$ cat config.mk
export PLATFORM = sky130hd
export DESIGN_NAME = i2c_register_transaction_sequencer
export DESIGN_NICKNAME = d
export VERILOG_FILES = /design/src/hdl/i2c_rts_pkg.sv /design/src/hdl/i2c_register_transaction_sequencer.sv
export SDC_FILE = /design/constraint.sdc
export NUM_CORES = 1
export LEC_CHECK = 0
export BUFFER_PORTS_ARGS = -buffer_cell sky130_fd_sc_hd__buf_4
export CAP_MARGIN = 0
export CORE_ASPECT_RATIO = 1.2
export CORE_MARGIN = 8
export CORE_UTILIZATION = 33
export CTS_BUF_LIST = sky130_fd_sc_hd__clkbuf_2 sky130_fd_sc_hd__clkbuf_4 sky130_fd_sc_hd__clkbuf_8
export DETAILED_ROUTE_END_ITERATION = 8
export PLACE_DENSITY_LB_ADDON = 0.05
export SLEW_MARGIN = 20
export SYNTH_ARGS = -nofsm -noshare
export SYNTH_HDL_FRONTEND = slang
export SYNTH_SLANG_ARGS = --single-unit
export TNS_END_PERCENT = 5
$ cat constraint.sdc
create_clock -name clk_i -period 6.6 [get_ports clk_i]
set_clock_uncertainty 0.1 [all_clocks]
set_input_delay 0.66 -clock clk_i [delete_from_list [all_inputs] [get_ports clk_i]]
set_output_delay 0.66 -clock clk_i [all_outputs]
set_load 0.005 [all_outputs]
$ cat src/hdl/i2c_rts_pkg.sv
// ----------------------------------------------------------------------------
// i2c register transaction sequencer package
// Shared codes, phase type and result word layout for the sequencer.
// ----------------------------------------------------------------------------
package i2c_rts_pkg;

  // register reset values and widths
  localparam logic [15:0] TimeoutReset = 16'd1000;
  localparam int unsigned InDataW      = 56;
  localparam int unsigned OutDataW     = 24;

  // engine status handling
  localparam logic [7:0] StatusMask   = 8'hF8;
  localparam logic [7:0] StStart      = 8'h08;
  localparam logic [7:0] StRestart    = 8'h10;
  localparam logic [7:0] StAddrWAck   = 8'h18;
  localparam logic [7:0] StWDataAck   = 8'h28;
  localparam logic [7:0] StAddrRAck   = 8'h40;
  localparam logic [7:0] StRDataAck   = 8'h50;
  localparam logic [7:0] StRDataNack  = 8'h58;

  // request kinds
  typedef enum logic [2:0] {
    REQ_READ   = 3'd0,
    REQ_WRITE  = 3'd1,
    REQ_STATUS = 3'd2,
    REQ_TICK   = 3'd3,
    REQ_WBYTE  = 3'd4
  } req_e;

  // engine commands
  typedef enum logic [2:0] {
    CMD_NONE    = 3'd0,
    CMD_START   = 3'd1,
    CMD_SEND    = 3'd2,
    CMD_RX_ACK  = 3'd3,
    CMD_RX_NACK = 3'd4,
    CMD_STOP    = 3'd5
  } cmd_e;

  // completion status
  typedef enum logic [1:0] {
    ERR_OK      = 2'd0,
    ERR_TIMEOUT = 2'd1,
    ERR_REJECT  = 2'd2
  } err_e;

  // transaction phase
  typedef enum logic [3:0] {
    PH_IDLE    = 4'd0,
    PH_START   = 4'd1,
    PH_ADDR_W  = 4'd2,
    PH_REG     = 4'd3,
    PH_RESTART = 4'd4,
    PH_ADDR_R  = 4'd5,
    PH_RX_ACK  = 4'd6,
    PH_RX_NACK = 4'd7,
    PH_NEED    = 4'd8,
    PH_WDATA   = 4'd9
  } phase_e;

  // one result word
  typedef struct packed {
    cmd_e       cmd;
    logic [7:0] tx_byte;
    logic       rx_valid;
    logic [7:0] rx_byte;
    logic       need_byte;
    logic       done_res;
    err_e       error_code;
  } res_t;

endpackage

$ cat src/hdl/i2c_register_transaction_sequencer.sv
// ----------------------------------------------------------------------------
// i2c register transaction sequencer
// Turns register read/write requests and engine events into byte-level
// engine commands, received bytes and completion status.
// ----------------------------------------------------------------------------
//
//  channel   | direction | tuser       | tdata (low bit first)
//  s_axis    | in        | req_type    | dev_addr, reg_addr, length, status_code,
//            |           |             | rx_data, write_byte, pad
//  m_axis    | out       | engine_cmd  | tx_byte, rx_valid, rx_byte, need_byte,
//            |           |             | done_res, error_code, pad
//  cfg       | in        | -           | timeout_ticks
//
//  Each word is decoded in the decode stage; one word per cycle is
//  sustained unless a stalled result holds it, and the result register loads
//  from the decode of the word held in the input register.
//  The input register and the result register are the only storage on the
//  path; a stalled result stalls the input register only for words that
//  produce a result. Reset clears phase, counters and both valid flags and
//  loads timeout_ticks with 1000.
//
module i2c_register_transaction_sequencer
  import i2c_rts_pkg::*;
(
  input  logic                clk_i,
  input  logic                rst_ni,
  // configuration
  input  logic                cfg_we_i,
  input  logic [15:0]         cfg_wdata_i,    // timeout_ticks
  // request stream
  input  logic                s_axis_tvalid,
  output logic                s_axis_tready,
  input  logic [InDataW-1:0]  s_axis_tdata,   // dev_addr, reg_addr, length, status_code,
                                              // rx_data, write_byte, one pad bit
  input  logic [2:0]          s_axis_tuser,   // req_type
  // result stream
  output logic                m_axis_tvalid,
  input  logic                m_axis_tready,
  output logic [OutDataW-1:0] m_axis_tdata,   // tx_byte, rx_valid, rx_byte, need_byte,
                                              // done_res, error_code, three pad bits
  output logic [2:0]          m_axis_tuser    // engine_cmd
);

  // configuration register
  logic [15:0] timeout_q;

  // input register
  logic              in_vld_q;
  logic [2:0]        in_req_q;
  logic [InDataW-1:0] in_data_q;

  // sequencer state
  phase_e      phase_q, phase_d;
  logic        is_read_q, is_read_d;
  logic [6:0]  addr_q, addr_d;
  logic [7:0]  reg_q, reg_d;
  logic [15:0] left_q, left_d;
  logic [15:0] wait_q, wait_d;

  // result register
  logic out_vld_q;
  res_t out_q;

  // decode-stage signals
  logic [6:0]  f_dev;
  logic [7:0]  f_reg;
  logic [15:0] f_len;
  logic [7:0]  f_status;
  logic [7:0]  f_rx;
  logic [7:0]  f_wbyte;
  logic [7:0]  st;
  logic [15:0] wait_inc;
  logic        has_res;
  res_t        res;
  logic        advance;
  logic        out_free;

  assign f_dev    = in_data_q[6:0];
  assign f_reg    = in_data_q[14:7];
  assign f_len    = in_data_q[30:15];
  assign f_status = in_data_q[38:31];
  assign f_rx     = in_data_q[46:39];
  assign f_wbyte  = in_data_q[54:47];
  assign st       = f_status & StatusMask;
  assign wait_inc = wait_q + 16'd1;

  // handshake between stages
  assign out_free      = !out_vld_q || m_axis_tready;
  assign advance       = in_vld_q && (!has_res || out_free);
  assign s_axis_tready = !in_vld_q || advance;

  // configuration write
  always_ff @(posedge clk_i or negedge rst_ni) begin
    if (!rst_ni) begin
      timeout_q <= TimeoutReset;
    end else if (cfg_we_i) begin
      timeout_q <= cfg_wdata_i;
    end
  end

  // input register
  always_ff @(posedge clk_i or negedge rst_ni) begin
    if (!rst_ni) begin
      in_vld_q <= 1'b0;
    end else if (s_axis_tready) begin
      in_vld_q <= s_axis_tvalid;
    end
  end

  always_ff @(posedge clk_i) begin
    if (s_axis_tready && s_axis_tvalid) begin
      in_req_q  <= s_axis_tuser;
      in_data_q <= s_axis_tdata;
    end
  end

  // next phase and result for the word in the input register
  always_comb begin
    phase_d   = phase_q;
    is_read_d = is_read_q;
    addr_d    = addr_q;
    reg_d     = reg_q;
    left_d    = left_q;
    wait_d    = wait_q;
    has_res   = 1'b0;
    res       = '{cmd: CMD_NONE, tx_byte: 8'd0, rx_valid: 1'b0, rx_byte: 8'd0,
                  need_byte: 1'b0, done_res: 1'b0, error_code: ERR_OK};
    case (in_req_q)
      REQ_READ, REQ_WRITE: begin
        has_res = 1'b1;
        if (phase_q != PH_IDLE || (in_req_q == REQ_READ && f_len == 16'd0)) begin
          res.done_res   = 1'b1;
          res.error_code = ERR_REJECT;
        end else begin
          is_read_d = (in_req_q == REQ_READ);
          addr_d    = f_dev;
          reg_d     = f_reg;
          left_d    = f_len;
          phase_d   = PH_START;
          wait_d    = 16'd0;
          res.cmd   = CMD_START;
        end
      end
      REQ_STATUS: begin
        case (phase_q)
          PH_START: if (st == StStart) begin
            has_res     = 1'b1;
            phase_d     = PH_ADDR_W;
            wait_d      = 16'd0;
            res.cmd     = CMD_SEND;
            res.tx_byte = {addr_q, 1'b0};
          end
          PH_ADDR_W: if (st == StAddrWAck) begin
            has_res     = 1'b1;
            phase_d     = PH_REG;
            wait_d      = 16'd0;
            res.cmd     = CMD_SEND;
            res.tx_byte = reg_q;
          end
          PH_REG, PH_WDATA: if (st == StWDataAck) begin
            has_res = 1'b1;
            wait_d  = 16'd0;
            if (phase_q == PH_REG && is_read_q) begin
              phase_d = PH_RESTART;
              res.cmd = CMD_START;
            end else if (left_q == 16'd0) begin
              phase_d      = PH_IDLE;
              res.cmd      = CMD_STOP;
              res.done_res = 1'b1;
            end else begin
              phase_d       = PH_NEED;
              res.need_byte = 1'b1;
            end
          end
          PH_RESTART: if (st == StRestart) begin
            has_res     = 1'b1;
            phase_d     = PH_ADDR_R;
            wait_d      = 16'd0;
            res.cmd     = CMD_SEND;
            res.tx_byte = {addr_q, 1'b1};
          end
          PH_ADDR_R: if (st == StAddrRAck) begin
            has_res = 1'b1;
            wait_d  = 16'd0;
            if (left_q > 16'd1) begin
              phase_d = PH_RX_ACK;
              res.cmd = CMD_RX_ACK;
            end else begin
              phase_d = PH_RX_NACK;
              res.cmd = CMD_RX_NACK;
            end
          end
          PH_RX_ACK: if (st == StRDataAck) begin
            has_res      = 1'b1;
            wait_d       = 16'd0;
            left_d       = left_q - 16'd1;
            res.rx_valid = 1'b1;
            res.rx_byte  = f_rx;
            // decide on the count after this byte
            if (left_d > 16'd1) begin
              phase_d = PH_RX_ACK;
              res.cmd = CMD_RX_ACK;
            end else begin
              phase_d = PH_RX_NACK;
              res.cmd = CMD_RX_NACK;
            end
          end
          PH_RX_NACK: if (st == StRDataNack) begin
            has_res      = 1'b1;
            wait_d       = 16'd0;
            left_d       = 16'd0;
            phase_d      = PH_IDLE;
            res.cmd      = CMD_STOP;
            res.rx_valid = 1'b1;
            res.rx_byte  = f_rx;
            res.done_res = 1'b1;
          end
          default: ;
        endcase
      end
      REQ_TICK: begin
        // count only while an engine status is awaited
        if (phase_q != PH_IDLE && phase_q != PH_NEED) begin
          wait_d = wait_inc;
          if (wait_inc >= timeout_q || wait_inc == 16'd0) begin
            has_res        = 1'b1;
            phase_d        = PH_IDLE;
            wait_d         = 16'd0;
            res.cmd        = CMD_STOP;
            res.done_res   = 1'b1;
            res.error_code = ERR_TIMEOUT;
          end
        end
      end
      REQ_WBYTE: begin
        if (phase_q == PH_NEED) begin
          has_res     = 1'b1;
          left_d      = left_q - 16'd1;
          phase_d     = PH_WDATA;
          wait_d      = 16'd0;
          res.cmd     = CMD_SEND;
          res.tx_byte = f_wbyte;
        end
      end
      default: ;
    endcase
  end

  // sequencer state register
  always_ff @(posedge clk_i or negedge rst_ni) begin
    if (!rst_ni) begin
      phase_q   <= PH_IDLE;
      is_read_q <= 1'b0;
      addr_q    <= 7'd0;
      reg_q     <= 8'd0;
      left_q    <= 16'd0;
      wait_q    <= 16'd0;
    end else if (advance) begin
      phase_q   <= phase_d;
      is_read_q <= is_read_d;
      addr_q    <= addr_d;
      reg_q     <= reg_d;
      left_q    <= left_d;
      wait_q    <= wait_d;
    end
  end

  // result register
  always_ff @(posedge clk_i or negedge rst_ni) begin
    if (!rst_ni) begin
      out_vld_q <= 1'b0;
    end else if (advance && has_res) begin
      out_vld_q <= 1'b1;
    end else if (m_axis_tready) begin
      out_vld_q <= 1'b0;
    end
  end

  always_ff @(posedge clk_i) begin
    if (advance && has_res) begin
      out_q <= res;
    end
  end

  assign m_axis_tvalid = out_vld_q;
  assign m_axis_tuser  = out_q.cmd;
  assign m_axis_tdata  = {3'b000, out_q.error_code, out_q.done_res, out_q.need_byte,
                          out_q.rx_byte, out_q.rx_valid, out_q.tx_byte};

`ifndef SYNTHESIS
  // a finished or aborted transaction leaves the sequencer idle
  a_done_idle: assert property (@(posedge clk_i) disable iff (!rst_ni)
    (advance && has_res && res.done_res && res.error_code != ERR_REJECT)
      |=> (phase_q == PH_IDLE))
    else $error("sequencer not idle after transaction end");

  // no tick count while waiting for a host byte
  a_need_no_wait: assert property (@(posedge clk_i) disable iff (!rst_ni)
    (phase_q == PH_NEED) |-> (wait_q == 16'd0))
    else $error("wait counter running while waiting for host byte");

  // acked receive only while more than one byte remains
  a_rx_ack_left: assert property (@(posedge clk_i) disable iff (!rst_ni)
    (phase_q == PH_RX_ACK) |-> (left_q > 16'd1))
    else $error("acked receive with one byte or fewer left");

  // a held input word is not overwritten
  a_in_hold: assert property (@(posedge clk_i) disable iff (!rst_ni)
    (in_vld_q && !advance) |=> (in_vld_q && $stable(in_data_q) && $stable(in_req_q)))
    else $error("stalled input word changed");
`endif

endmodule

# After elaboration in Yosys (flattened, before gate mapping)

Cells that the tools add are included.

Flip-flop bits (word level): 152
Input bits: 80
Output and inout bits: 29
Word-level logic and storage cells: 169

Add/subtract/negate cells: 2
Magnitude comparators: 3
Equal/unequal tests: 34
Multiplexer cells: 79
Bitwise logic cells: 4
Reduce and logical (&&, ||, !) cells: 29

Operators with widths:

| cell                  | count |
|---|---|
| $mux 16               | 14 |
| $pmux 16 s7           | 1 |
| $pmux 16 s4           | 1 |
| $mux 4                | 13 |
| $logic_not 16->1      | 3 |
| $pmux 16 s3           | 1 |
| $mux 10               | 4 |
| $mux 3                | 11 |
| $gt 16x1->1 const B   | 2 |
| $pmux 16 s2           | 1 |
| $pmux 4 s7            | 1 |
| $pmux 8 s3            | 1 |
| $ne 3x3->1 const B    | 7 |
| $pmux 3 s7            | 1 |
| $mux 1                | 19 |
| $mux 9                | 2 |
| $pmux 9 s2            | 1 |
| $add 16x1->16 const B | 1 |
| $eq 4x3->1 const B    | 4 |
| $ge 16x16->1          | 1 |
| $pmux 4 s4            | 1 |
| $pmux 8 s2            | 1 |
| $sub 16x1->16 const B | 1 |
| $eq 5x4->1 const B    | 3 |
| 33 further kinds      | 56 |

# Depth between registers and ports, before layout

Gate-level depths: netlist of the first run.

Word-level depth: 11
Gate-level depth with buffers: 16
Gate-level depth less buffers: 14

# Worst setup path before layout of the first run

Ideal clock, no wire load.

Kind: reg2reg
Start point: register wait_q[0]
End point: register in_data_q[0] (enable)
Library setup time: 419 ps
Arrival time: 4023 ps
Data required time: 6081 ps
Slack: 2059 ps
Cell stages (with the launch flop): 14
Path buffers: 1
Clock period less this slack: 4541 ps
Cells stage by stage: dfrtp_1 > nand3_2 > or3_1 > buf_2 > nor2_1 > xor2_1 > ha_1 > a21o_1 > a21o_1 > a21oi_1 > o311a_4 > o21ai_2 > nand3_1 > and2_1

Word-level cells in the longest chain between the ends: 11
Elaborated cells on any way between the ends: 12
Classes of those cells: add/sub (1); order compare (1); mux (3); reduce/logical (7)

Ends and longest elaborated chain:

| item                                                    | line                                      | source |
|---|---|---|
| start: declaration                                      | i2c_register_transaction_sequencer.sv:58  | `logic [15:0] wait_q, wait_d;` |
| start signal: assignment                                | i2c_register_transaction_sequencer.sv:264 | `wait_q <= wait_d;` |
| $add 16x1->16 (*)                                       | i2c_register_transaction_sequencer.sv:85  | `assign wait_inc = wait_q + 16'd1;` |
| $ge 16x16->1 / $logic_not 16->1 (equally long branches) | i2c_register_transaction_sequencer.sv:225 | `if (wait_inc >= timeout_q \|\| wait_inc == 16'd0) begin` |
| $logic_or 1x1->1 (*)                                    | i2c_register_transaction_sequencer.sv:225 |  |
| $mux 1 (*)                                              | i2c_register_transaction_sequencer.sv:225 |  |
| $mux 1 (*)                                              | i2c_register_transaction_sequencer.sv:223 | `if (phase_q != PH_IDLE && phase_q != PH_NEED) begin` |
| $pmux 1 s4 (*)                                          | i2c_register_transaction_sequencer.sv:128 | `case (in_req_q)` |
| $logic_not 1->1 (*)                                     | i2c_register_transaction_sequencer.sv:89  | `assign advance = in_vld_q && (!has_res \|\| out_free);` |
| $logic_or 1x1->1 (*)                                    | i2c_register_transaction_sequencer.sv:89  |  |
| $logic_and 1x1->1 (*)                                   | i2c_register_transaction_sequencer.sv:89  |  |
| $logic_or 1x1->1 (*)                                    | i2c_register_transaction_sequencer.sv:90  | `assign s_axis_tready = !in_vld_q \|\| advance;` |
| named net s_axis_tready                                 | i2c_register_transaction_sequencer.sv:32  | `output logic s_axis_tready,` |
| $logic_and 1x1->1 (*)                                   | i2c_register_transaction_sequencer.sv:111 | `if (s_axis_tready && s_axis_tvalid) begin` |
| end signal: assignment                                  | i2c_register_transaction_sequencer.sv:113 | `in_data_q <= s_axis_tdata;` |
| end: declaration                                        | i2c_register_transaction_sequencer.sv:50  | `logic [InDataW-1:0] in_data_q;` |

The timed path passes the listed nets; every way through them passes the cells marked *.
A chain may end at the register's enable or synchronous reset.

# Worst setup path after layout of the first run

Start point: register wait_q[0]
End point: register in_data_q[27] (enable)

Word-level cells in the longest chain between the ends: 11
Elaborated cells on any way between the ends: 12
Classes of those cells: add/sub (1); order compare (1); mux (3); reduce/logical (7)

Ends and longest elaborated chain:

| item                                                    | line |
|---|---|
| $add 16x1->16 (*)                                       | i2c_register_transaction_sequencer.sv:85 |
| $ge 16x16->1 / $logic_not 16->1 (equally long branches) | i2c_register_transaction_sequencer.sv:225 |
| $logic_or 1x1->1 (*)                                    | i2c_register_transaction_sequencer.sv:225 |
| $mux 1 (*)                                              | i2c_register_transaction_sequencer.sv:225 |
| $mux 1 (*)                                              | i2c_register_transaction_sequencer.sv:223 |
| $pmux 1 s4 (*)                                          | i2c_register_transaction_sequencer.sv:128 |
| $logic_not 1->1 (*)                                     | i2c_register_transaction_sequencer.sv:89 |
| $logic_or 1x1->1 (*)                                    | i2c_register_transaction_sequencer.sv:89 |
| $logic_and 1x1->1 (*)                                   | i2c_register_transaction_sequencer.sv:89 |
| $logic_or 1x1->1 (*)                                    | i2c_register_transaction_sequencer.sv:90 |
| $logic_and 1x1->1 (*)                                   | i2c_register_transaction_sequencer.sv:111 |

Mark *: on every way between the ends. The rest lies on a longest branch, timed or not.

==> flow_summary.toml, run 1 <==
[run_status]
status = "finished, final reports clean"

[clock_tree]
cts_max_level = 4
cts_hold_buf = 0
cts_setup_buffers = 0
clk_path_buf_depth = 2
cts_buffers = 17
cts-root-buf = "clkbuf_8"
clk_pin_slew_ps = 90
cts_resized = 0
cts.sinks = 149
clk_latency_ps = 440
cts_tree = "built"

[floorplan]
die_h_um = 181.6
pin_count = 109
die_area_mm2 = 0.02796
dieWidth_um = 154.0
fp-row-count = 60
initial_core_util_pct = 33.59
core_area_mm2 = 0.02245

[power]
finalPower_mw = 2.238
p_leak_nw = 3.631
power_density_mw_per_mm2 = 251.9
ir_drop_mv = 0.1221

[placement]
place_area_mm2 = 0.008488
globalplace.congestion = 0.8499
dp_hpwl_um = 13440
pre_cts_ws_ps = 1626
portBuffers = 101

[setup_path]
regToRegSetupSlack_ps = 1730
required_ps = 6620
timing.rr.start = "wait_q[0]"
worstPathArrival_ps = 4880
crit_path_end_kind = "register"
critical_path_class = "register to register"
r2r_cells = 15
rr_endpoint = "in_data_q[27]"
start_kind = "register"
cp_max_fo = 32

[finish]
fin_area_mm2 = 0.008884
multi_input_area_mm2 = 0.003090
drive_gt1_share_pct = 23.46
final-seq-area_mm2 = 0.004131
post-route-util_pct = 39.58
area_growth_pct = 17.82
diodes = 0
nets = 886
fillers = 2212

[synthesis]
synth.area.top_cells = "edfxtp_1, dfrtp_1, o21ai_0"
syn_inst = 694
synth_commonest_cells = "edfxtp_1, nand2_1, dfrtp_1, o21ai_0, nor2_1"
synth_cell_types = 74
syn_area_per_cell_um2 = 10.86
yosysMostFrequentCell = "edfxtp_1"
synthArstFlopShare_pct = 46.98
ys.flop_type = "edfxtp_1"
ys_warn_count = 0
synth_top_area_share_pct = 31.46
syn-cell-area_mm2 = 0.007540
synth_edf_count = 79
ys_seq_area_share_pct = 54.80
ys_ff_latch = 149
netlist.top_cell.by_area = "edfxtp_1"

[timing]
min_period_ps = 4866
tightest_slew_ps = 1126
rsz0062_at_grt = "false"
fmax_mhz = 205.5
relSlewSlack_pct = 24.66
hold_violations = 0
slew_viol_final = 0
finalCritPeriodShare_pct = 73.72
tns_ps = 0
setup_slack_ps = 1734
setup_viol = 0

[global_route]
grt_first_pass_wirelength_um = 30130
overflow = 0
first_global_vias = 5558
grt_usage_pct = 13.56
grt_antenna_before_repair = 0
grt_max_degree = 71

[run]
cap_viol_max_count = 0

[routing]
num_vias = 5554
dr.pass1.iters = 5
drc_errors = 0
drt-initial-drc-count = 255
wl_per_cell_um = 17.43
vias_per_cell = 5.162
antenna_left = 0
wl_um = 18750

[worst_hold_path]
hp-class = "primary input to async pin"
cells by family after synthesis:
group / after synthesis / synth area share [%]
AO/OA/AOI/OAI: 176 / 15.53
XOR/XNOR: 16 / 1.859
other: 1 / 0.04974
flip-flops: 149 / 54.80
adder cells (fa/ha/maj): 22 / 3.651
buffers and inverters: 74 / 4.497
multiplexers: 24 / 3.651
AND/OR/NAND/NOR: 232 / 15.96
power by group:
group	internal (mW)	total, mW	switching [mW]
sequential	1.09	1.20	0.107
combinational	0.157	0.333	0.176
clock	0.315	0.705	0.391
cell usage in the layout, fill, tap and decap left out, types with 19 or more instances in the layout:
cell type / count
nand3_1: 19
nand2_1: 66
nor3_1: 19
inv_1: 39
a21oi_1: 29
dfrtp_1: 64
ha_1: 22
edfxtp_1: 79
o21ai_0: 64
buf_4: 104
nor2_1: 40
flip-flops by register name, summed over array words and instances, names as in the netlist:
register,cells
in_data_q,52
m_axis_tdata,21
left_q,16
timeout_q,16
wait_q,16
reg_q,8
addr_q,7
phase_q,4
in_req_q,3
m_axis_tuser,3
in_vld_q,1
is_read_q,1
m_axis_tvalid,1
critical path, cell delays in order (launching register included):
cell     delay (ps)
dfrtp_1         480
ha_1            330
nand4_1         210
nor2_1          330
nand2_1         160
xnor2_1         260
ha_1            290
nand2_1          70
o21a_1          130
nand2_1          50
o21ai_0         400
o311a_4         330
o21ai_2         110
nand3_1         140
and2_2          710
buf_4           430
final cells by class:
cell class,instances,area share [%]
multi-input combinational,473,34.79
tap,279,3.930
clock buffer,18,2.718
sequential,149,46.51
inverter,39,1.648
clock inverter,14,1.620
timing repair buffer,104,8.789
worst max-delay path by stage:
stage / startpoint / endpoint / slack [ps] / cells past startpoint
after floorplan: wait_q[0] / in_data_q[0] / 2060 / 13
after global routing: wait_q[0] / in_data_q[24] / 1350 / 15
after CTS: wait_q[0] / in_data_q[24] / 1600 / 15
final: wait_q[0] / in_data_q[27] / 1730 / 15
after detailed placement: wait_q[0] / in_data_q[15] / 1630 / 15
after global placement: wait_q[0] / in_data_q[15] / 1750 / 15
metrics by stage:
stage / hold WS (ps) / instances
global route: 238.1 / 1076
global placement: 366.7 / 1044
finish: 255.2 / 1076
CTS: 243.1 / 1076
floorplan: 264.4 / 696
detailed placement: 369.1 / 1044
layer usage:
layer / wire (um) / global-route usage (%) / part of all wire, %
met1: 8588 / 17.47 / 46
met2: 9092 / 22.18 / 48
met3: 740 / 2.993 / 3.9
met4: 333 / 4.397 / 1.8
met5: 0 / 0 / 0
(Power assumes the default switching activity.)
==> run 2: changes to the inputs <==
Settings changed: ABC_AREA from default to 1.
Clock period 6.6 ns to 4.7 ns, I/O delays scaled along.
==> run 2 against run 1 <==
  * Critical path depth increased by 2
  * Register-to-register slack worse by 950 ps
  * Power up 52%
==> flow_summary.toml, run 2 <==
[routing]
drt-initial-drc-count = 234
vias_per_cell = 4.490
antenna_left = 0
num_vias = 5806
dr.pass1.iters = 4
drc_errors = 0
wl_um = 19280
wl_per_cell_um = 14.91

[run_status]
status = "finished, final reports clean"

[finish]
diodes = 0
layout_common_cells = "nand2_1, inv_1, buf_4, nor2_1, edfxtp_1"
drive_gt1_share_pct = 19.12
fin_cells = 1293
layout_commonest_cell = "nand2_1"
area_growth_pct = 19.92
regMostFlops = "in_data_q"
largest_reg_flops = 52
nets = 1067

[placement]
globalplace.congestion = 0.8654
pre_cts_ws_ps = 678.4
numPlacedInstances = 1260
dp_hpwl_um = 14280
portBuffers = 101

[timing]
tightest_slew_ps = 859.0
finalCritPeriodShare_pct = 85.19
relSlewSlack_pct = 42.52
fmax_mhz = 249.8
timing.hold.ws_ps = 69.67
tns_ps = 0
setup_viol = 0
slew_viol_final = 0
hold_violations = 0
setup_slack_ps = 696.2
min_period_ps = 4004
rsz0062_at_grt = "false"

[synthesis]
ys.flop_type = "edfxtp_1"
synthArstFlopShare_pct = 46.98
synth_cell_types = 45
synth_commonest_cells = "nand2_1, inv_1, nor2_1"
netlist.top_cell.by_area = "edfxtp_1"
synth_edf_count = 79
yosysMostFrequentCell = "nand2_1"
syn_inst = 858
ys_ff_latch = 149
ys_seq_area_share_pct = 53.82
ys_warn_count = 0
syn-cell-area_mm2 = 0.007676
syn_area_per_cell_um2 = 8.947
synth.area.top_cells = "edfxtp_1, dfrtp_1, nand2_1"
synth_top_area_share_pct = 30.90

[setup_path]
critical_path_class = "register to output pin"
worstPathArrival_ps = 3430
timing.critical_path.buf_inv = 3
cp_max_fo = 7
slowest_delay_ps = 470
required_ps = 4130
path_cells = "ha_1, nand3_2, inv_2, nand2_1, xor2_1, inv_1, ha_1, a21oi_1, o21ai_0, a21oi_1, nand2_1, nor2_1, nand2_1, nand2_1, nand2_1, nand3_1, buf_4"
path_common_cell = "nand2_1"
crit_path_end_kind = "output pin"
critPathSlowestCell = "dfrtp_1"
crit_family = "simple AND/OR/NAND/NOR gates"
start_kind = "register"

[global_route]
grt_first_pass_wirelength_um = 31230
grt_antenna_before_repair = 0
overflow = 0
grt_usage_pct = 14.05
first_global_vias = 5848
grt_max_degree = 49

[floorplan]
dieWidth_um = 155.2
pin_count = 109
fp-row-count = 61
die_h_um = 183.1
die_area_mm2 = 0.02842
initial_core_util_pct = 33.30
core_area_mm2 = 0.02305

[clock_tree]
clk_pin_slew_ps = 110
clk_path_buf_depth = 2
cts_buffers = 17
cts_tree = "built"
cts_setup_buffers = 0
cts.sinks = 149
cts-root-buf = "clkbuf_8"
clk_latency_ps = 460
cts_max_level = 4

[worst_hold_path]
hp-class = "primary input to register"

[power]
power_density_mw_per_mm2 = 369.8
ir_drop_mv = 0.1744
p_leak_nw = 4.262
finalPower_mw = 3.404

[run]
cap_viol_max_count = 0
[run 2: area by class of cell]
class	instances	area, um2
timing repair buffer	107	805.8
fill	2387	13840
sequential	149	4131
clock buffer	17	234.0
tap	315	394.1
multi-input combinational	572	2968
inverter	118	446.7
clock inverter	15	225.2
[run 2: where the power goes]
part	leakage [nW]	switching (mW)	internal [mW]
registers	1.64	0.102	1.54
clock network	0.233	0.589	0.562
logic	2.38	0.371	0.241
[run 2: path summary, 6_finish.rpt]
path / depth (start not counted) / start / endpoint / slack [ps]
setup / recovery: 17 / wait_q[0] / s_axis_tready / 700
hold / removal: 1 / s_axis_tdata[4] / in_data_q[4] / 70
setup reg to reg: 17 / wait_q[0] / m_axis_tdata[20] / 780
hold reg to reg: 2 / in_data_q[8] / reg_q[1] / 360
max in group asynchronous: 3 / rst_ni / addr_q[6] / 3190
min in group asynchronous: 2 / rst_ni / timeout_q[13] / 350
[run 2: worst reg2reg max path, delay by kind of cell, from the launching register on]
kind | cells | cell delay [ps]
AOI/OAI and AO/OA | 3 | 380
xor gates and xnor gates | 1 | 260
adders and majority gates | 2 | 420
buffers and inverters | 3 | 740
DFF | 1 | 470
and+or+nand+nor | 8 | 1120
[run 2: cells by family after synthesis]
family                   after synthesis  share of synthesized area (%)
multiplexers                           1                         0.1467
other                                  1                        0.04885
AO/OA/AOI/OAI                        104                          8.672
flip-flops                           149                          53.82
XOR/XNOR                              15                          1.711
buffers and inverters                139                          7.661
AND/OR/NAND/NOR                      427                          24.35
adder cells (fa/ha/maj)               22                          3.586
[run 2: through the flow]
step / cell area (um2) / util [%]
2_1_floorplan: 7684 / -
3_3_place_gp: 8728 / 37.87
3_5_place_dp: 8732 / 37.88
4_1_cts: 9201 / 39.92
5_1_grt: 9205 / 39.94
6_report: 9205 / 39.94
[run 2: per-layer routing]
layer | wire length (um) | share of wire, % | GRT usage, % | up-vias
met4 | 190 | 0.99 | 3.966 | 0
met2 | 9761 | 51 | 24.50 | 100
li1 | - | - | - | 3026
met3 | 685 | 3.6 | 2.826 | 13
met5 | 0 | 0 | 0 | -
met1 | 8638 | 45 | 17.33 | 2667
[run 2: timing repair]
action / in CTS / in global routing
gates resized for setup: 0 / 1
hold buffers: 1 / 0
endpoints found under the setup margin: 0 / 24
endpoints found under the hold margin: 20 / 0
==> run 3: changes to the inputs <==
Settings changed: ABC_AREA 1 to 0.
==> run 3 against run 2 <==
  * Sequential cell count unchanged
  * Highest routed layer unchanged
  * Cell area decreased by 3.3%
  * Non-clock buffer count increased by 2
  * Sequential power about the same
  * Worst hold slack got worse by 8.4 ps
  * Clock power decreased by 18%
  * Utilization decreased by 0.27 points
  * First-iteration DRC count increased by 57%
==> flow_summary.toml, run 3 (synthesis results as in run 1) <==
[floorplan]
pin_count = 109
initial_core_util_pct = 33.59
dieWidth_um = 154.0
die_area_mm2 = 0.02796
core_area_mm2 = 0.02245
fp-row-count = 60
die_h_um = 181.6

[clock_tree]
cts_max_level = 4
clk_path_buf_depth = 2
clk_pin_slew_ps = 90
cts_setup_buffers = 0
clk_latency_ps = 440
cts_tree = "built"
cts.sinks = 149
cts_buffers = 17
cts-root-buf = "clkbuf_8"

[setup_path]
path_common_cell = "ha_1"
critPathSlowestCell = "dfrtp_1"
cp_max_fo = 7
slowest_delay_ps = 490
crit_path_end_kind = "output pin"
required_ps = 4130
start_kind = "register"
critical_path_class = "register to output pin"
worstPathArrival_ps = 3790
path_cells = "ha_1, nand4_1, nor2_2, and3_1, xor2_1, ha_1, a21o_1, a21oi_1, o311a_4, o21ai_2, nand3_1, buf_4"

[run]
cap_viol_max_count = 0

[timing]
min_period_ps = 4359
slew_viol_final = 0
fmax_mhz = 229.4
setup_slack_ps = 341.4
finalCritPeriodShare_pct = 92.74
hold_violations = 0
relSlewSlack_pct = 24.30
setup_viol = 0
tightest_slew_ps = 1131

[finish]
fin_cells = 1081
regMostFlops = "in_data_q"
area_growth_pct = 18.09
drive_gt1_share_pct = 24.06
largest_reg_flops = 52
nets = 891
post-route-util_pct = 39.67
diodes = 0
fin_area_mm2 = 0.008904
layout_commonest_cell = "buf_4"
layout_common_cells = "buf_4, edfxtp_1, nand2_1, dfrtp_1, o21ai_0"

[routing]
dr.pass1.iters = 5
antenna_left = 0
vias_per_cell = 5.208
drc_errors = 0
wl_per_cell_um = 17.40
wl_um = 18810
drt-initial-drc-count = 368
num_vias = 5630

[placement]
numPlacedInstances = 1049
portBuffers = 101
globalplace.congestion = 0.8606
pre_cts_ws_ps = 354.3
dp_hpwl_um = 13580
place_area_mm2 = 0.008538

[global_route]
grt_usage_pct = 13.70
grt_first_pass_wirelength_um = 30690
grt_max_degree = 71
overflow = 0
grt_antenna_before_repair = 0
first_global_vias = 5732

[power]
ir_drop_mv = 0.1699
finalPower_mw = 3.105
power_density_mw_per_mm2 = 348.7
p_leak_nw = 3.648

[run_status]
status = "finished, final reports clean"

[worst_hold_path]
hp-class = "primary input to async pin"
## run 3: repair_timing
action                     CTS  global route
hold buffers                 0             0
setup endpoints to repair    0            68
resized for setup            0             2
## run 3: final timing paths
kind | to | depth (start not counted) | from | slack (ps)
worst min register to register | addr_q[1] | 1 | in_data_q[1] | 380
min in group clk_i | in_data_q[22] | 1 | s_axis_tdata[22] | 90
worst max register to register | wait_q[3] | 15 | wait_q[0] | 510
worst max-delay path | s_axis_tready | 12 | wait_q[0] | 340
max in group asynchronous | reg_q[6] | 1 | rst_ni | 3840
worst min-delay path | timeout_q[11] | 1 | rst_ni | 60
## run 3: through the flow
step,hold slack [ps],TNS [ps]
4_1_cts,58.46,0
5_1_grt,49.00,-1.851
3_3_place_gp,366.8,0
6_report,61.23,0
3_5_place_dp,369.3,0
2_1_floorplan,74.41,0
## run 3: critical path: cells and delay by family, from the launching register on
family,cells,cell delay (ps)
flip-flops,1,490
AO/OA/AOI/OAI,4,930
AND/OR/NAND/NOR,4,900
buffers and inverters,1,150
adder cells (fa/ha/maj),2,640
XOR/XNOR,1,250
## run 3: cell type report
cell class	instances	area (um2)
repair buffers	109	830.8
well taps	279	349.1
flip-flops and latches	149	4131
inverters	39	146.4
clock inverters	14	116.4
clock buffers	18	241.5
fillers	2191	13540
multi-input cells	473	3088
## run 3: report_power, final
part	switching, mW	leakage (nW)	total (mW)	internal, mW
clock	0.551	0.178	0.938	0.387
sequential	0.136	1.65	1.67	1.53
combinational	0.264	1.82	0.496	0.232
total	0.951	3.65	3.10	2.15
## run 3: per-layer routing
layer	vias to the layer above	wire [um]	global-route usage (%)	part of all wire [%]
met5	-	0	0	0
met4	0	173	3.887	0.92
met3	13	768	3.230	4.1
met2	143	9240	23.10	49
met1	2730	8623	17.15	46
li1	2744	-	-	-
